--- config.mk ---
export PLATFORM = sky130hd
export DESIGN_NAME = fhc_accum
export DESIGN_NICKNAME = d
export VERILOG_FILES = /design/src/sv/fhc_pkg.sv /design/src/sv/fhc_accum.sv
export SDC_FILE = /design/constraint.sdc
export NUM_CORES = 1
export LEC_CHECK = 0
export BUFFER_PORTS_ARGS = -buffer_cell sky130_fd_sc_hd__buf_2
export CORE_MARGIN = 2
export CORE_UTILIZATION = 50
export DETAILED_ROUTE_END_ITERATION = 10
export GPL_TIMING_DRIVEN = 0
export PLACE_DENSITY = 0.77
export SKIP_LAST_GASP = 1
export SLEW_MARGIN = 20
export SYNTH_ARGS = -nofsm -noshare
export SYNTH_HDL_FRONTEND = slang
export SYNTH_SLANG_ARGS = --single-unit
--- constraint.sdc ---
create_clock -name clk -period 4.1 [get_ports clk]
set_input_delay 0.82 -clock clk [delete_from_list [all_inputs] [get_ports clk]]
set_output_delay 0.82 -clock clk [all_outputs]
set_load 0.02 [all_outputs]
--- src/sv/fhc_pkg.sv ---
// ----------------------------------------------------------------------------
// fhc_pkg
// Shared types, header layout constants and verdict codes for the frame
// header checker.
// ----------------------------------------------------------------------------
package fhc_pkg;

  localparam int unsigned COUNT_W   = 32;
  localparam int unsigned HDR_BYTES = 24;

  // Byte offsets of the header fields.
  localparam logic [4:0] MAGIC_BASE   = 5'd0;
  localparam logic [4:0] VERSION_BASE = 5'd4;
  localparam logic [4:0] OPCODE_BASE  = 5'd6;
  localparam logic [4:0] REQUEST_BASE = 5'd8;
  localparam logic [4:0] STATUS_BASE  = 5'd12;
  localparam logic [4:0] RSVD_BASE    = 5'd16;
  localparam logic [4:0] LENGTH_BASE  = 5'd20;

  localparam logic [7:0] MAGIC [4] = '{8'h5A, 8'h43, 8'h4C, 8'h31};

  localparam logic [15:0] VERSION_RESET = 16'd1;

  // Verdict codes.
  localparam logic [2:0] ERR_OK       = 3'd0;
  localparam logic [2:0] ERR_SHORT    = 3'd1;
  localparam logic [2:0] ERR_MAGIC    = 3'd2;
  localparam logic [2:0] ERR_VERSION  = 3'd3;
  localparam logic [2:0] ERR_RESERVED = 3'd4;
  localparam logic [2:0] ERR_OVERRUN  = 3'd5;

  // Header state after a byte has been absorbed.
  typedef struct packed {
    logic [COUNT_W-1:0] count;
    logic               magic_bad;
    logic               rsvd_bad;
    logic [15:0]        version;
    logic [15:0]        opcode;
    logic [31:0]        request;
    logic [31:0]        status;
    logic [31:0]        length;
  } hdr_t;

  typedef struct packed {
    logic        accepted;
    logic [2:0]  error_code;
    logic [15:0] version_field;
    logic [15:0] opcode_field;
    logic [31:0] request_id;
    logic [31:0] status_word;
    logic [31:0] payload_length;
  } result_t;

endpackage

--- src/sv/fhc_accum.sv ---
// ----------------------------------------------------------------------------
// fhc_accum
// Header accumulator: saturating byte counter, magic and reserved flags and
// the little-endian field holds. Presents the state after the current byte.
// ----------------------------------------------------------------------------
module fhc_accum (
  input  logic          clk,
  input  logic          rst_n,
  input  logic          step,
  input  logic [7:0]    byte_value,
  input  logic          last_byte,
  output fhc_pkg::hdr_t view
);
  import fhc_pkg::*;

  logic [COUNT_W-1:0] count_r;
  logic               magic_bad_r;
  logic               rsvd_bad_r;
  logic [15:0]        version_r;
  logic [15:0]        opcode_r;
  logic [31:0]        request_r;
  logic [31:0]        status_r;
  logic [31:0]        length_r;

  logic               in_hdr;
  logic [4:0]         pos;
  logic [4:0]         sub;

  assign in_hdr = (count_r < COUNT_W'(HDR_BYTES));
  assign pos    = count_r[4:0];

  always_comb begin
    view.count     = (count_r == {COUNT_W{1'b1}}) ? count_r : count_r + 1'b1;
    view.magic_bad = magic_bad_r;
    view.rsvd_bad  = rsvd_bad_r;
    view.version   = version_r;
    view.opcode    = opcode_r;
    view.request   = request_r;
    view.status    = status_r;
    view.length    = length_r;
    sub            = 5'd0;
    if (in_hdr) begin
      if (pos < VERSION_BASE) begin
        sub = pos - MAGIC_BASE;
        if (byte_value != MAGIC[sub[1:0]]) begin
          view.magic_bad = 1'b1;
        end
      end else if (pos < OPCODE_BASE) begin
        sub = pos - VERSION_BASE;
        view.version[8*sub[0] +: 8] = byte_value;
      end else if (pos < REQUEST_BASE) begin
        sub = pos - OPCODE_BASE;
        view.opcode[8*sub[0] +: 8] = byte_value;
      end else if (pos < STATUS_BASE) begin
        sub = pos - REQUEST_BASE;
        view.request[8*sub[1:0] +: 8] = byte_value;
      end else if (pos < RSVD_BASE) begin
        sub = pos - STATUS_BASE;
        view.status[8*sub[1:0] +: 8] = byte_value;
      end else if (pos < LENGTH_BASE) begin
        if (byte_value != 8'd0) begin
          view.rsvd_bad = 1'b1;
        end
      end else begin
        sub = pos - LENGTH_BASE;
        view.length[8*sub[1:0] +: 8] = byte_value;
      end
    end
  end

  // The counter and the flags restart after the last byte. The holds need no
  // clearing: every header byte is rewritten before a buffer counts as full.
  always_ff @(posedge clk) begin
    if (!rst_n) begin
      count_r     <= '0;
      magic_bad_r <= 1'b0;
      rsvd_bad_r  <= 1'b0;
    end else if (step) begin
      if (last_byte) begin
        count_r     <= '0;
        magic_bad_r <= 1'b0;
        rsvd_bad_r  <= 1'b0;
      end else begin
        count_r     <= view.count;
        magic_bad_r <= view.magic_bad;
        rsvd_bad_r  <= view.rsvd_bad;
      end
    end
  end

  always_ff @(posedge clk) begin
    if (step) begin
      version_r <= view.version;
      opcode_r  <= view.opcode;
      request_r <= view.request;
      status_r  <= view.status;
      length_r  <= view.length;
    end
  end

endmodule

* After elaboration in Yosys (flattened, before gate mapping)
Cells that the tools add are included.
** Word-level totals
- Word-level logic and storage cells :: 72
- Bits of input ports :: 12
- Register bits after elaboration :: 162
** Cells by class
- Equality and inequality tests :: 2
- Shift operators :: 10
- Magnitude comparators :: 8
- Reduce and logical (&&, ||, !) cells :: 1
- Bitwise logic cells :: 1
- Add/subtract/negate cells :: 11
- Muxes and demuxes :: 31
** Operators by type and width (number)
- $mux 32 :: 6
- $mux 130 :: 1
- $mux 129 :: 1
- $mux 112 :: 1
- $neg 5->34 :: 3
- $shift 8x34->32 const A :: 3
- $shiftx 8x34->32 :: 3
- $bwmux 32 :: 3
- $mux 96 :: 1
- $neg 4->34 :: 2
- $shift 8x34->16 const A :: 2
- $shiftx 8x34->16 :: 2
- $mux 64 :: 1
- $add 32x1->32 const B :: 1
- $bwmux 16 :: 2
- $eq 32x32->1 const B :: 1
- $lt 32x5->1 const B :: 1
- $mux 16 :: 2
- $bmux 8 s2 :: 1
- $mux 8 :: 2
- $lt 5x3->1 const B :: 2
- $lt 5x4->1 const B :: 2
- $lt 5x5->1 const B :: 2
- $mux 1 :: 10
- 6 further kinds :: 9

* Longest topological paths before layout
- Word-level depth :: 12
- Mapped depth :: 8
- Depth with buffers taken out :: 7

* Worst setup path after synthesis
OpenSTA, ideal clock, no wires.
- Kind :: reg2out
- Start point :: register count_r[1]
- End point :: output port view[16] (netlist name)
- Data arrival time :: 2365 ps
- Stages on the path, launching flop included :: 8
- Path slack :: 915 ps
- Cell sequence :: dfxtp_1 clkbuf_1 inv_1 ha_1 nor2b_1 nor3b_1 and2_1 mux2_2
** RTL lines
- from (decl) :: line fhc_accum.sv:16 : logic [COUNT_W-1:0] count_r;
- from (signal assigned) :: line fhc_accum.sv:84 : count_r <= view.count;
- to (decl) :: line fhc_accum.sv:12 : output fhc_pkg::hdr_t view

==> impl_metrics.env <==
export IMPL_tns_ns=0
export IMPL_area_share_of_the_largest_cell_type_after_synthesis_pct=44.2
export IMPL_cts_root_buf="clkbuf_16"
export IMPL_synth_top_cells_by_count="mux2_2, edfxtp_1, nand2_1"
export IMPL_report_final_slew_viol_count=0
export IMPL_relSlewSlack_pct=35.8
export IMPL_placedInstanceArea_um2=9840
export IMPL_synthesis_instances=696
export IMPL_path_clk_slew_ns=0.06
export IMPL_critical_path_slowest_cell="nor3_2"
export IMPL_fp_dieArea_um2=18400
export IMPL_clock_fmax_mhz=261
export IMPL_grt_pass1_wl_um=34300
export IMPL_seq_area_frac_synth_pct=52.1
export IMPL_cellInternalPower_w=0.00276
export IMPL_synth_cell_type_count=76
export IMPL_initial_utilization_pct=50.8
export IMPL_synth_simple_gate_area_share_pct=16.5
export IMPL_ratio_of_cells_with_drive_above_1_in_the_final_layout_pct=44.3
export IMPL_finish_instance_area_um2=10400
export IMPL_actual_slew_at_the_worst_max_slew_pin_ns=0.960
export IMPL_drt_first_pass_iters=5
export IMPL_setup_viol=0
export IMPL_floorplan_core_area_um2=17100
export IMPL_status="complete, no violations"
export IMPL_count_of_flip_flops_with_a_built_in_enable_after_synthesis=128
export IMPL_cp_slowest_stage_delay_ns=0.59
export IMPL_layout_worst_path_cycle_share_pct=93.5
export IMPL_fp_row_count=48
export IMPL_final_antenna_net_count=0
export IMPL_final_period_minus_worst_setup_slack_ns=3.84
export IMPL_cts_tree="yes"
export IMPL_fin_worst_skew_ns=0.0100
export IMPL_power_share_combinational_pct=10.2
export IMPL_grt_max_degree=75
export IMPL_leading_cell_types_by_total_area_after_synthesis="edfxtp_1, mux2_2, dfxtp_1"
export IMPL_postRouteWirelength_um=22600
export IMPL_synth_compound_area_share_pct=6.39
export IMPL_ys_ff_latch=162
export IMPL_power_leakage_nw=4.10
export IMPL_via_count_of_the_first_global_routing_pass=6250
export IMPL_postSynthAreaPerCell_um2=12.5
export IMPL_clock_latency_at_the_later_pin_of_the_worst_skew_pair_ns=0.42
export IMPL_die_height_um=136
export IMPL_async_flop_share_pct=0
export IMPL_synthFlopType="edfxtp_1"
export IMPL_insertedDiodeCount=0
export IMPL_layout_area_overhead_vs_synth_pct=20.0
export IMPL_syn_cell_area_um2=8690
export IMPL_irDropWorstVdd_v=0.000292
export IMPL_crit_path_end_kind="output pin"
export IMPL_ordered_cell_list_for_the_critical_path="buf_2, nor4_1, nand4_1, nor3_2, nand3_2, mux2_2, buf_2"
export IMPL_die_x_um=136
export IMPL_criticalPathCategory="flop to output pin"
export IMPL_critical_path_required_ns=3.28
export IMPL_cp_data_arrival_time_ns=3.02
export IMPL_drt_first_iter_violations=578
export IMPL_switch_share_pct=25.5
export IMPL_buffer_ports_inserted=168
export IMPL_routed_via_count=6622
export IMPL_route_detailed_drc=0
export IMPL_hold_buffers=0
export IMPL_worst_hold_path_type="flop to flop"
export IMPL_finalWeightedCongestion=0.912
export IMPL_n_fill_cell=1414
export IMPL_synth_adder_area_share_pct=1.30
export IMPL_antenna_found_initial=0
export IMPL_nets=906
export IMPL_synth_xor_area_share_pct=3.13
export IMPL_share_seq_of_total_power_pct=50.6
export IMPL_synth_top_family_by_area="multiplexers"
export IMPL_cpLargestDelayFamily="simple AND/OR/NAND/NOR gates"
export IMPL_ctsHtreeMaxLevel=4
export IMPL_routed_via_density=5.90
export IMPL_num_io_pins=174
export IMPL_cp_num_buf_inv=2
export IMPL_path_max_fanout=8
export IMPL_yosys_area_top_type="edfxtp_1"
export IMPL_clock_sinks=162
export IMPL_clockBufferDepth=2
export IMPL_syn_num_nets=717
export IMPL_setup_repair_after_global_routing_missed_its_margin="no"
export IMPL_estimated_wirelength_of_the_detail_placed_design_um=15800
export IMPL_wire_per_inst_um=20.1
export IMPL_synthMuxAreaShare_pct=17.0
export IMPL_report_final_hold_viol_count=0
export IMPL_most_common_cell_in_the_netlist="mux2_2"
export IMPL_yosysWarnings=0
export IMPL_gr_total_overflow=0
export IMPL_max_cap_viol_count=0
export IMPL_grt_use_total_pct=24.2
export IMPL_critical_path_top_cell_by_count="buf_2"
export IMPL_critical_path_startpoint_type="flop"
export IMPL_p_clk_share_pct=39.2
export IMPL_power_density_cell_area_nw_per_um2=355
export IMPL_psw_w=0.000943
export IMPL_cts_buffers_inserted=17
per-layer routing:
layer  GRT usage (%)  wire, um
met1            31.9      9560
met2            39.1     10700
met3            4.36      1620
met4            10.6       682
met5               0         0
registers in the layout, indices dropped and copies added, names as in the netlist:
register     count
count_r         32
length_r        32
status_r        32
request_r       32
version_r       16
opcode_r        16
rsvd_bad_r       1
magic_bad_r      1
worst reg2reg max path, delay by kind of cell (launching register included):
| kind | cells | cell delay [ns] |
|---|---|---|
| multiplexers | 1 | 0.40 |
| flip-flops | 1 | 0.29 |
| buffers and inverters | 1 | 0.16 |
| AND/OR/NAND/NOR | 4 | 1.59 |
layout by cell type, fill, tap and decap left out, types with 4 or more instances in the layout:
cell	Yosys	layout
a21oi_1	12	12
a31oi_1	15	15
and2_1	25	25
and3_1	19	19
buf_2	7	173
buf_4	6	7
clkbuf_1	23	23
clkbuf_16	0	17
clkbuf_8	4	4
clkinv_4	0	4
clkinvlp_4	0	4
dfxtp_1	34	33
edfxtp_1	128	128
ha_1	9	8
inv_1	5	5
mux2_2	130	130
nand2_1	39	39
nand3_1	24	24
nand3_2	12	12
nand4_1	13	13
nand4_2	4	4
nor2_1	29	29
nor2b_1	8	7
nor3_1	10	8
nor3_2	2	4
nor4_1	14	14
o211ai_1	5	5
o21ai_0	4	4
or3_1	6	6
xnor2_1	15	15
xor2_1	16	16
stage by stage:
step           total power, W  cells  hold WS (ns)  utilization [%]  setup slack, ns
6_report              0.00370   1123         0.484             60.9            0.265
5_1_grt               0.00380   1123         0.540             60.9            0.107
4_1_cts               0.00372   1123         0.485             60.8         -0.00374
3_5_place_dp          0.00228   1090         0.475             57.5          -0.0899
3_3_place_gp          0.00227   1089         0.469             57.3            -1.13
2_1_floorplan         0.00212    696         0.459                -            0.915
timing repair:
action,CTS,global route
gates resized for setup,3,8
buffers inserted,1,0
endpoints found under the setup margin,24,53
gates cloned,0,0
final timing paths:
path | startpoint | end | slack, ns | cells after the start
setup reg to reg | count_r[16] | length_r[18] | 1.42 | 6
hold / removal | magic_bad_r | magic_bad_r | 0.48 | 2
hold reg to reg | magic_bad_r | magic_bad_r | 0.48 | 2
setup / recovery | count_r[16] | view[18] | 0.26 | 7
final cells by class:
type / instances / area [um2] / share of cell area, %
inverters: 9 / 33.8 / 0.324
well taps: 225 / 282 / 2.70
repair buffers: 170 / 882 / 8.46
multi-input cells: 476 / 3880 / 37.2
plain buffers: 49 / 288 / 2.76
clock buffers: 18 / 429 / 4.12
flip-flops and latches: 162 / 4530 / 43.4
clock inverters: 14 / 109 / 1.04
cells by family (layout without fill, tap and decap cells):
group / Yosys count / count (layout)
and+or+nand+nor: 232 / 232
adders and majority gates: 9 / 9
muxes: 131 / 131
AOI/OAI and AO/OA: 73 / 73
xor gates and xnor gates: 31 / 31
buffers and inverters: 58 / 260
DFF: 162 / 162
power by group through the flow:
stage | Sequential (W) | Combinational (W) | Clock, W
floorplan | 0.00190 | 0.000223 | 0
global route | 0.00188 | 0.000401 | 0.00153
detailed placement | 0.00191 | 0.000371 | 0
CTS | 0.00187 | 0.000374 | 0.00147
finish | 0.00187 | 0.000377 | 0.00145
global placement | 0.00191 | 0.000361 | 0
No activity file was read; power rests on OpenSTA's default activity.
